$ cat src/rtl/stt_pkg.sv
// Package for the source text tokenizer: token and keyword codes, token record type,
// character constants, character classes, saturating counters and keyword matching.
// No dependencies.
package stt_pkg;

  localparam int OFFSET_BITS = 24;
  localparam int COLUMN_BITS = 16;
  localparam int LINE_BITS   = 24;
  localparam int PREFIX_BITS = 48;

  // Output field widths on the stream port.
  localparam int OUT_OFF_W  = 24;
  localparam int OUT_COL_W  = 16;
  localparam int OUT_LINE_W = 24;
  localparam int TDATA_W    = 104;

  // Output queue.
  localparam int QDEPTH = 4;
  localparam int QPTR_W = 2;
  localparam int QCNT_W = 3;

  localparam logic [OFFSET_BITS-1:0] OFF_MAX  = {OFFSET_BITS{1'b1}};
  localparam logic [COLUMN_BITS-1:0] COL_MAX  = {COLUMN_BITS{1'b1}};
  localparam logic [LINE_BITS-1:0]   LINE_MAX = {LINE_BITS{1'b1}};

  typedef enum logic [2:0] {
    KIND_OP    = 3'd0,
    KIND_NUM   = 3'd1,
    KIND_KW    = 3'd2,
    KIND_ID    = 3'd3,
    KIND_PUNCT = 3'd4,
    KIND_STR   = 3'd5,
    KIND_EOF   = 3'd6,
    KIND_ERR   = 3'd7
  } token_kind_e;

  typedef enum logic [2:0] {
    KW_NONE   = 3'd0,
    KW_INT    = 3'd1,
    KW_BOOL   = 3'd2,
    KW_IF     = 3'd3,
    KW_FOR    = 3'd4,
    KW_WHILE  = 3'd5,
    KW_ELSE   = 3'd6,
    KW_RETURN = 3'd7
  } keyword_e;

  typedef enum logic [4:0] {
    MODE_IDLE = 5'b00001,
    MODE_OP   = 5'b00010,
    MODE_NUM  = 5'b00100,
    MODE_WORD = 5'b01000,
    MODE_STR  = 5'b10000
  } lex_mode_e;

  typedef struct packed {
    token_kind_e             kind;
    keyword_e                kw;
    logic [7:0]              first;
    logic [OFFSET_BITS-1:0]  start;
    logic [OFFSET_BITS-1:0]  len;
    logic [LINE_BITS-1:0]    line;
    logic [COLUMN_BITS-1:0]  col;
    logic                    last;
  } token_t;

  localparam logic [7:0] CH_TAB   = 8'h09;
  localparam logic [7:0] CH_LF    = 8'h0A;
  localparam logic [7:0] CH_VT    = 8'h0B;
  localparam logic [7:0] CH_FF    = 8'h0C;
  localparam logic [7:0] CH_CR    = 8'h0D;
  localparam logic [7:0] CH_SPACE = 8'h20;
  localparam logic [7:0] CH_DQUOTE = 8'h22;
  localparam logic [7:0] CH_SQUOTE = 8'h27;
  localparam logic [7:0] CH_BSLASH = 8'h5C;

  localparam logic [PREFIX_BITS-1:0] TXT_INT    = 48'h0000_0069_6E74;
  localparam logic [PREFIX_BITS-1:0] TXT_BOOL   = 48'h0000_626F_6F6C;
  localparam logic [PREFIX_BITS-1:0] TXT_IF     = 48'h0000_0000_6966;
  localparam logic [PREFIX_BITS-1:0] TXT_FOR    = 48'h0000_0066_6F72;
  localparam logic [PREFIX_BITS-1:0] TXT_WHILE  = 48'h0077_6869_6C65;
  localparam logic [PREFIX_BITS-1:0] TXT_ELSE   = 48'h0000_656C_7365;
  localparam logic [PREFIX_BITS-1:0] TXT_RETURN = 48'h7265_7475_726E;

  function automatic logic is_op(logic [7:0] c);
    return c == "+" || c == "-" || c == "*" || c == "/" || c == "=" ||
           c == "<" || c == ">" || c == "&" || c == "|";
  endfunction

  function automatic logic is_punct(logic [7:0] c);
    return c == "." || c == "," || c == ";" || c == "(" || c == ")" ||
           c == "{" || c == "}" || c == "[" || c == "]";
  endfunction

  function automatic logic is_digit(logic [7:0] c);
    return c >= "0" && c <= "9";
  endfunction

  function automatic logic is_word(logic [7:0] c);
    return (c >= "a" && c <= "z") || (c >= "A" && c <= "Z") || c == "_";
  endfunction

  function automatic logic is_space(logic [7:0] c);
    return c == CH_SPACE || c == CH_TAB || c == CH_LF || c == CH_VT ||
           c == CH_FF || c == CH_CR;
  endfunction

  function automatic logic [OFFSET_BITS-1:0] inc_off(logic [OFFSET_BITS-1:0] v);
    return (v == OFF_MAX) ? v : v + 1'b1;
  endfunction

  function automatic logic [COLUMN_BITS-1:0] inc_col(logic [COLUMN_BITS-1:0] v);
    return (v == COL_MAX) ? v : v + 1'b1;
  endfunction

  function automatic logic [LINE_BITS-1:0] inc_line(logic [LINE_BITS-1:0] v);
    return (v == LINE_MAX) ? v : v + 1'b1;
  endfunction

  function automatic logic [OFFSET_BITS-1:0] len_of(int unsigned n);
    return OFFSET_BITS'(n);
  endfunction

  // The prefix holds the first six bytes of the word, first byte highest.
  function automatic keyword_e kw_match(logic [PREFIX_BITS-1:0] p,
                                        logic [OFFSET_BITS-1:0] n);
    keyword_e k;
    k = KW_NONE;
    if (n == len_of(3) && p == TXT_INT)         k = KW_INT;
    else if (n == len_of(4) && p == TXT_BOOL)   k = KW_BOOL;
    else if (n == len_of(2) && p == TXT_IF)     k = KW_IF;
    else if (n == len_of(3) && p == TXT_FOR)    k = KW_FOR;
    else if (n == len_of(5) && p == TXT_WHILE)  k = KW_WHILE;
    else if (n == len_of(4) && p == TXT_ELSE)   k = KW_ELSE;
    else if (n == len_of(6) && p == TXT_RETURN) k = KW_RETURN;
    return k;
  endfunction

  function automatic token_t mk_tok(token_kind_e kind, keyword_e kw, logic [7:0] first,
                                    logic [OFFSET_BITS-1:0] start,
                                    logic [OFFSET_BITS-1:0] len,
                                    logic [LINE_BITS-1:0] line,
                                    logic [COLUMN_BITS-1:0] col);
    token_t t;
    t.kind  = kind;
    t.kw    = kw;
    t.first = first;
    t.start = start;
    t.len   = len;
    t.line  = line;
    t.col   = col;
    t.last  = 1'b0;
    return t;
  endfunction

endpackage

$ cat src/rtl/source_text_tokenizer.sv
// Source text tokenizer top level: byte stream in, token stream out.
// Depends on stt_pkg for types, character classes and keyword matching.
//
// Channel  Dir  Transfer contents
// s_axis   in   tdata[7:0] char_code; tuser end_of_input
// m_axis   out  tdata keyword_code .. token_column; tuser token_kind; tlast last_of_run
//
// When a byte is taken, the lexer state registers update on that edge
// and the tokens it causes are written into a four-entry output queue.
// A byte that ends a run and emits its own token (or an end mark after a run)
// produces two tokens, which the output side drains one at a time.
// s_axis_tready is high while the queue holds two tokens or fewer.
// Reset returns the mode, the counters and the queue pointers and count to their start; no clearing pass is needed.
module source_text_tokenizer
  import stt_pkg::*;
(
  input  logic               clk_i,
  input  logic               rst_ni,
  input  logic               s_axis_tvalid,
  output logic               s_axis_tready,
  input  logic [7:0]         s_axis_tdata,   // [7:0] char_code
  input  logic               s_axis_tuser,   // [0] end_of_input
  output logic               m_axis_tvalid,
  input  logic               m_axis_tready,
  // [2:0] keyword_code, [10:3] first_char, [34:11] start_offset,
  // [58:35] token_length, [82:59] token_line, [98:83] token_column, [103:99] zero
  output logic [TDATA_W-1:0] m_axis_tdata,
  output logic [2:0]         m_axis_tuser,   // [2:0] token_kind
  output logic               m_axis_tlast    // last_of_run
);

  lex_mode_e              mode_q, mode_d;
  logic                   dq_q, dq_d;
  logic                   bs_q, bs_d;
  logic [OFFSET_BITS-1:0] off_q, off_d;
  logic [LINE_BITS-1:0]   line_q, line_d;
  logic [COLUMN_BITS-1:0] col_q, col_d;

  logic [OFFSET_BITS-1:0] ts_off_q, ts_off_d;
  logic [LINE_BITS-1:0]   ts_line_q, ts_line_d;
  logic [COLUMN_BITS-1:0] ts_col_q, ts_col_d;
  logic [OFFSET_BITS-1:0] len_q, len_d;
  logic [PREFIX_BITS-1:0] prefix_q, prefix_d;
  logic [7:0]             first_q, first_d;

  token_t                 queue_q [QDEPTH];
  logic [QPTR_W-1:0]      rd_ptr_q, wr_ptr_q;
  logic [QCNT_W-1:0]      cnt_q;

  logic                   s_hs, m_hs;
  logic [7:0]             ch;
  logic                   cont;
  logic                   adv;
  logic [7:0]             quote;
  token_kind_e            run_kind;
  keyword_e               run_kw;
  token_t                 tok_a, tok_b, head;
  logic                   push_a, push_b;
  logic [1:0]             npush;

  assign s_hs  = s_axis_tvalid && s_axis_tready;
  assign m_hs  = m_axis_tvalid && m_axis_tready;
  assign ch    = s_axis_tdata;
  assign quote = dq_q ? CH_DQUOTE : CH_SQUOTE;

  always_comb begin
    case (mode_q)
      MODE_OP:   cont = is_op(ch);
      MODE_NUM:  cont = is_digit(ch);
      MODE_WORD: cont = is_word(ch);
      default:   cont = 1'b0;
    endcase
  end

  // Kind of the pending run when it is flushed.
  always_comb begin
    run_kw = KW_NONE;
    case (mode_q)
      MODE_NUM:  run_kind = KIND_NUM;
      MODE_WORD: begin
        run_kw   = kw_match(prefix_q, len_q);
        run_kind = (run_kw != KW_NONE) ? KIND_KW : KIND_ID;
      end
      default:   run_kind = KIND_OP;
    endcase
  end

  always_comb begin
    mode_d    = mode_q;
    dq_d      = dq_q;
    bs_d      = bs_q;
    off_d     = off_q;
    line_d    = line_q;
    col_d     = col_q;
    ts_off_d  = ts_off_q;
    ts_line_d = ts_line_q;
    ts_col_d  = ts_col_q;
    len_d     = len_q;
    prefix_d  = prefix_q;
    first_d   = first_q;
    tok_a     = mk_tok(run_kind, run_kw, first_q, ts_off_q, len_q, ts_line_q, ts_col_q);
    tok_b     = mk_tok(KIND_EOF, KW_NONE, 8'd0, off_q, '0, line_q, col_q);
    push_a    = 1'b0;
    push_b    = 1'b0;
    adv       = 1'b0;

    if (s_hs) begin
      if (s_axis_tuser) begin
        // End mark: flush whatever is pending, then EOF at the current position.
        if (mode_q == MODE_STR) begin
          tok_a.kind = KIND_ERR;
          tok_a.kw   = KW_NONE;
          push_a     = 1'b1;
        end else if (mode_q != MODE_IDLE) begin
          push_a = 1'b1;
        end
        mode_d = MODE_IDLE;
        bs_d   = 1'b0;
        push_b = 1'b1;
      end else if (mode_q == MODE_STR) begin
        if (ch == quote && !bs_q) begin
          tok_a.kind = KIND_STR;
          tok_a.kw   = KW_NONE;
          push_a     = 1'b1;
          mode_d     = MODE_IDLE;
          bs_d       = 1'b0;
        end else begin
          len_d = inc_off(len_q);
          bs_d  = (ch == CH_BSLASH);
        end
        adv = 1'b1;
      end else if (cont) begin
        if (len_q < len_of(6)) begin
          prefix_d = {prefix_q[PREFIX_BITS-9:0], ch};
        end
        len_d = inc_off(len_q);
        adv   = 1'b1;
      end else begin
        if (mode_q != MODE_IDLE) begin
          push_a = 1'b1;
          mode_d = MODE_IDLE;
        end
        if (is_space(ch)) begin
          mode_d = MODE_IDLE;
        end else if (is_op(ch) || is_digit(ch) || is_word(ch)) begin
          mode_d    = is_op(ch) ? MODE_OP : (is_digit(ch) ? MODE_NUM : MODE_WORD);
          ts_off_d  = off_q;
          ts_line_d = line_q;
          ts_col_d  = col_q;
          len_d     = len_of(1);
          prefix_d  = {{(PREFIX_BITS-8){1'b0}}, ch};
          first_d   = ch;
        end else if (is_punct(ch)) begin
          tok_b  = mk_tok(KIND_PUNCT, KW_NONE, ch, off_q, len_of(1), line_q, col_q);
          push_b = 1'b1;
        end else if (ch == CH_DQUOTE || ch == CH_SQUOTE) begin
          mode_d    = MODE_STR;
          dq_d      = (ch == CH_DQUOTE);
          bs_d      = 1'b0;
          ts_off_d  = inc_off(off_q);
          ts_line_d = line_q;
          ts_col_d  = col_q;
          len_d     = '0;
          first_d   = ch;
        end else begin
          tok_b  = mk_tok(KIND_ERR, KW_NONE, ch, off_q, len_of(1), line_q, col_q);
          push_b = 1'b1;
        end
        adv = 1'b1;
      end

      if (adv) begin
        if (ch == CH_LF) begin
          line_d = inc_line(line_q);
          col_d  = '0;
        end else begin
          col_d = inc_col(col_q);
        end
        off_d = inc_off(off_q);
      end
    end

    tok_b.last = 1'b1;
    tok_a.last = !push_b;
  end

  assign npush = {1'b0, push_a} + {1'b0, push_b};

  always_ff @(posedge clk_i or negedge rst_ni) begin
    if (!rst_ni) begin
      mode_q   <= MODE_IDLE;
      dq_q     <= 1'b0;
      bs_q     <= 1'b0;
      off_q    <= '0;
      line_q   <= LINE_BITS'(1);
      col_q    <= '0;
      rd_ptr_q <= '0;
      wr_ptr_q <= '0;
      cnt_q    <= '0;
    end else begin
      mode_q   <= mode_d;
      dq_q     <= dq_d;
      bs_q     <= bs_d;
      off_q    <= off_d;
      line_q   <= line_d;
      col_q    <= col_d;
      wr_ptr_q <= wr_ptr_q + QPTR_W'(npush);
      if (m_hs) begin
        rd_ptr_q <= rd_ptr_q + 1'b1;
      end
      cnt_q <= cnt_q + QCNT_W'(npush) - QCNT_W'(m_hs);
    end
  end

  // Token start fields and the queue payload carry no reset.
  always_ff @(posedge clk_i) begin
    ts_off_q  <= ts_off_d;
    ts_line_q <= ts_line_d;
    ts_col_q  <= ts_col_d;
    len_q     <= len_d;
    prefix_q  <= prefix_d;
    first_q   <= first_d;
    if (push_a) begin
      queue_q[wr_ptr_q] <= tok_a;
      if (push_b) begin
        queue_q[wr_ptr_q + 1'b1] <= tok_b;
      end
    end else if (push_b) begin
      queue_q[wr_ptr_q] <= tok_b;
    end
  end

  assign s_axis_tready = (cnt_q <= QCNT_W'(QDEPTH - 2));
  assign m_axis_tvalid = (cnt_q != '0);
  assign head          = queue_q[rd_ptr_q];
  assign m_axis_tuser  = head.kind;
  assign m_axis_tlast  = head.last;
  assign m_axis_tdata  = {5'd0,
                          OUT_COL_W'(head.col),
                          OUT_LINE_W'(head.line),
                          OUT_OFF_W'(head.len),
                          OUT_OFF_W'(head.start),
                          head.first,
                          head.kw};

  a_queue_bound: assert property (@(posedge clk_i) disable iff (!rst_ni)
    cnt_q <= QCNT_W'(QDEPTH))
    else $error("output queue count beyond its depth");

  a_mode_onehot: assert property (@(posedge clk_i) disable iff (!rst_ni)
    $onehot(mode_q))
    else $error("lexer mode is not one-hot");

  a_end_idle: assert property (@(posedge clk_i) disable iff (!rst_ni)
    s_hs && s_axis_tuser |=> mode_q == MODE_IDLE && !bs_q)
    else $error("lexer not idle after end mark");

  a_eof_last: assert property (@(posedge clk_i) disable iff (!rst_ni)
    m_axis_tvalid && m_axis_tuser == KIND_EOF |-> m_axis_tlast)
    else $error("EOF token without tlast");

  a_line_nonzero: assert property (@(posedge clk_i) disable iff (!rst_ni)
    line_q != '0)
    else $error("line counter reached zero");

endmodule

$ cat config.mk
export PLATFORM = sky130hd
export DESIGN_NAME = source_text_tokenizer
export DESIGN_NICKNAME = d
export VERILOG_FILES = /design/src/rtl/stt_pkg.sv /design/src/rtl/source_text_tokenizer.sv
export SDC_FILE = /design/constraint.sdc
export NUM_CORES = 1
export LEC_CHECK = 0
export BUFFER_PORTS_ARGS = -buffer_cell sky130_fd_sc_hd__buf_4
export CORE_MARGIN = 4
export CORE_UTILIZATION = 62
export DETAILED_ROUTE_END_ITERATION = 8
export GPL_ROUTABILITY_DRIVEN = 0
export PLACE_DENSITY = 0.78
export SLEW_MARGIN = 15
export SYNTH_ARGS = -nofsm -noshare
export SYNTH_HDL_FRONTEND = slang
export SYNTH_SLANG_ARGS = --single-unit
$ cat constraint.sdc
create_clock -name clk_i -period 15.7 [get_ports clk_i]
set_input_delay 1.57 -clock clk_i [delete_from_list [all_inputs] [get_ports clk_i]]
set_output_delay 1.57 -clock clk_i [all_outputs]
set_load 0.03 [all_outputs]
# Word level (Yosys, flattened, before mapping)
# Memory sizes are Yosys's and may differ from the RTL's.
# Index checks and enable logic that the tools add are counted.
[op_classes] n_addsub=10 n_lt_le_gt_ge=8 eq_ne=62 mux=97 bitwise=8 n_reduce_logical=56
[ops] op="$mux W102" count=7
[ops] op="$mux W24" count=15
[ops] op="$mux W48" count=4
[ops] op="$eq A8 B6 Y1 const B" count=16
[ops] op="$mux W103" count=1
[ops] op="$mux W101" count=1
[ops] op="$eq A48 B23 Y1 const B" count=2
[ops] op="$eq A48 B31 Y1 const B" count=2
[ops] op="$mux W16" count=5
[ops] op="$add A24 B1 Y24 const B" count=3
[ops] op="$eq A24 B24 Y1 const B" count=3
[ops] op="$eq A24 B3 Y1 const B" count=3
[ops] op="$eq A8 B7 Y1 const B" count=7
[ops] op="$eq A24 B2 Y1 const B" count=2
[ops] op="$eq A48 B15 Y1 const B" count=1
[ops] op="$eq A48 B39 Y1 const B" count=1
[ops] op="$eq A48 B47 Y1 const B" count=1
[ops] op="$mux W5" count=9
[ops] op="$eq A8 B4 Y1 const B" count=5
[ops] op="$mux W1" count=33
[ops] op="$mux W3" count=10
[ops] op="$mux W6" count=5
[ops] op="$logic_or A1 B1 Y1" count=26
[ops] op="$lt A24 B3 Y1 const B" count=1
[ops] op="other kinds (40)" count=78
[totals] regBits=222 ramBits=412 in_bits=13 wordCells=257 n_memories=1
[memory_table] memory="queue_q" depth=4 word_bits=103 rd=1 rd_clocked_by_memory_dff=0 write_ports=2 line="source_text_tokenizer.sv:46" rtl="token_t queue_q [QDEPTH];"

# Logic depth before layout (Yosys ltp)
[logic_depth] depth_word=21 ltp_mapped=18 mapped_depth_nobuf=17

# Worst setup path after synthesis
# OpenSTA, ideal clock, no wires.
[synth_timing] path_type="input -> register" start="input s_axis_tdata[2]" end="register prefix_q[0], enable pin" setup_time_ps=523 t_arrival_ps=6504 setup_slack_ps=8674 stages=8 cell_sequence="buf_6 -> mux2_2 -> a21oi_1 -> o21ai_1 -> a22o_1 -> a21oi_1 -> a21oi_1 -> nor3b_1"
[synth_between] elab_chain_cells=13
[synth_lines] element="start, declared" line="source_text_tokenizer.sv:21" rtl="input logic [7:0] s_axis_tdata,"
[synth_lines] element="parallel branches: the longest is 12 deep, another holds $ge A8 B7 Y1"
[synth_lines] element="$reduce_and A6 Y1 (no source line) (*)"
[synth_lines] element="end signal, assigned" line="source_text_tokenizer.sv:221" rtl="prefix_q <= prefix_d;"
[synth_lines] element="end, declared" line="source_text_tokenizer.sv:43" rtl="logic [PREFIX_BITS-1:0] prefix_q, prefix_d;"
# Every way passes the cells marked *.
# A chain may end at the register's enable or synchronous reset.

==> reports/results.ini <==
[status]
status = finished, final reports clean

[detailed_routing]
drtIter0Drc = 2078
wl_per_cell_um = 25.4
drc = 0
wl_um = 70000
antenna_violating_nets_post_route = 0
first_pass_iters = 5
viasPerCell = 6.80
num_vias = 18800

[hold_path]
worstHoldEndpoint = queue_q[2][98]
hp-class = flop to flop
holdPathStages = 2
min-delay-start = queue_q[2][98]

[global_route]
grt_pass1_wl_um = 108000
grt_max_degree = 75
antenna_found_initial = 0
overflow = 0
grt_pass1_vias = 18700
grt_usage_pct = 27.7

[yosys]
async_reset_ff_share_pct = 12.3
ys_seq_area_share_pct = 61.3
syn-cell-area_um2 = 28600
synth_area_leaders = edfxtp_1 47%, a22o_1 12%, mux4_2 8.1%
netlist-cell-type-count = 76
synth_top_area_share_pct = 46.6
yosysMostFrequentCell = edfxtp_1
synthFlopType = edfxtp_1
syn_inst = 2064
yosys-top-cells-count = 444 x edfxtp_1, 377 x a22o_1, 137 x clkbuf_1
synth_edf_count = 444
synth_top_area_cell = edfxtp_1
avgSynthCellArea_um2 = 13.9
yosys_warnings = 0
synth_seq_cells = 634

[place]
io_buffers = 117
place_inst = 2637
place_ws_ps = 8850
place_hpwl_um = 39900

[die]
row_count = 78
die-area_um2 = 49600
ios = 123
fp.dieW_um = 223
die_h_um = 223
start_util_pct = 62.9
fp.coreArea_um2 = 45500

[cts]
htree_num_levels = 3
cts_sinks = 634
clock_latency_ps = 590
cts_tree = yes
post_cts_buffers = 0
numCtsBuffers = 67
cts.path.max_buffers = 3
clkTransAtPathRegs_ps = 60
cts_resized = 0
cts_root_buf = clkbuf_16
holdBufCountCts = 0

[sta]
finalSetupTns_ps = 0
min_period_over_period_pct = 40.0
period_needed_ps = 6290
relSlewSlack_pct = 22.1
rsz0062_at_grt = no
fmax_ghz = 0.159
hold_ws_ps = 450
fin_ws_ps = 9410
hold_viol = 0
tightest_slew_ps = 1170
setup_violations = 0
slew_violations = 0
fin_skew_ps = 21.4

[flow_run]
drv_cap = 0

[worst_setup_path]
r2r-end = queue_q[1][81]
critPathKind = input pin to flop
reg2regPathDepth = 14
regToRegSetupSlack_ps = 10490
required_ps = 15900
critPathMaxFanout = 64
rr_startpoint = mode_q[2]
critPathLaunchType = input pin
end_kind = flop
critPathArrivalTime_ps = 6490

[power_and_ir_drop]
ir_drop_v = 0.000186
powerDensity_nw_per_um2 = 182
leakage_uw = 0.0115

[layout]
fillers = 2962
fin_nets = 2137
area_growth_syn_to_layout_pct = 12.2
antenna_cells = 0
final_cell_count_no_fill = 2758
layout-drive-gt1-share_pct = 18.9
final_util_pct = 70.6

[power breakdown]
part / switching [uW] / internal [uW] / total, uW
logic: 1110 / 812 / 1920
clock network: 636 / 935 / 1570
registers: 204 / 2140 / 2340
total: 1950 / 3890 / 5830
[worst max-delay path, stage by stage]
cell and delay (ps):
buf_4 210, mux2_2 360, a21oi_1 150, o21ai_1 150, a22o_1 280, a21oi_2 130
buf_4 320, o31ai_1 230, a31oi_1 330, inv_1 110, ha_1 250, nor2b_1 340
nor2b_2 210, buf_4 330, nor2_2 80, buf_4 240, clkinv_2 250, buf_4 870
[routing by layer]
layer	share of wire [%]	wire, um	track usage [%]
met3	8.5	5930	4.39
met2	49	34100	45.1
met5	0	0	0
met4	3.3	2330	11.1
met1	40	27700	38.0
[worst max-delay path by stage]
| stage | from | to | cells after the start |
|---|---|---|---|
| 6_report | s_axis_tdata[2] | queue_q[1][81] | 18 |
| 5_1_grt | s_axis_tdata[2] | queue_q[1][81] | 18 |
| 4_1_cts | s_axis_tdata[2] | queue_q[1][81] | 18 |
| 3_5_place_dp | s_axis_tdata[2] | queue_q[1][82] | 18 |
| 3_3_place_gp | s_axis_tdata[2] | queue_q[1][86] | 18 |
| 2_1_floorplan | s_axis_tdata[2] | prefix_q[0] | 8 |
[stage by stage]
stage	cell area, um2	total power [uW]
6_report	32100	5830
5_1_grt	32100	6050
4_1_cts	32100	5850
3_5_place_dp	29900	4280
3_3_place_gp	29900	4240
2_1_floorplan	28600	3630
[kinds of logic after synthesis]
kind of cell / share of synthesized area, %
flip-flops: 61.3
AND/OR/NAND/NOR: 9.72
AO/OA/AOI/OAI: 13.7
buffers and inverters: 2.80
multiplexers: 8.42
XOR/XNOR: 3.34
adder cells (fa/ha/maj): 0.726
other: 0.0131
[sequential cells by signal, indices dropped and copies added (netlist names), 8 cells and up]
register   count
ts_col_q      16
off_q         24
queue_q      412
col_q         16
len_q         24
first_q        8
ts_line_q     24
ts_off_q      24
prefix_q      48
line_q        24
[layout make-up]
class | count | area [um2] | area share (%)
inverters | 24 | 95.1 | 0.296
flip-flops and latches | 634 | 17500 | 54.6
clock buffers | 99 | 2010 | 6.27
repair buffers | 149 | 1150 | 3.57
clock inverters | 20 | 175 | 0.546
well taps | 600 | 751 | 2.34
multi-input cells | 1232 | 10400 | 32.3
[layout by cell type, fill, tap and decap left out, types with 21 or more instances in the layout]
cell / count
edfxtp_1: 444
a22o_1: 377
buf_4: 147
dfxtp_1: 112
nand2_1: 109
mux4_2: 103
nor2_1: 95
dfrtp_1: 74
clkbuf_16: 71
nor2b_1: 70
xnor2_1: 58
nand3_1: 52
xor2_1: 51
o21ai_0: 30
nand4_1: 30
and3_1: 26
nor3_1: 23
a21oi_1: 21
(Power assumes the default switching activity.)
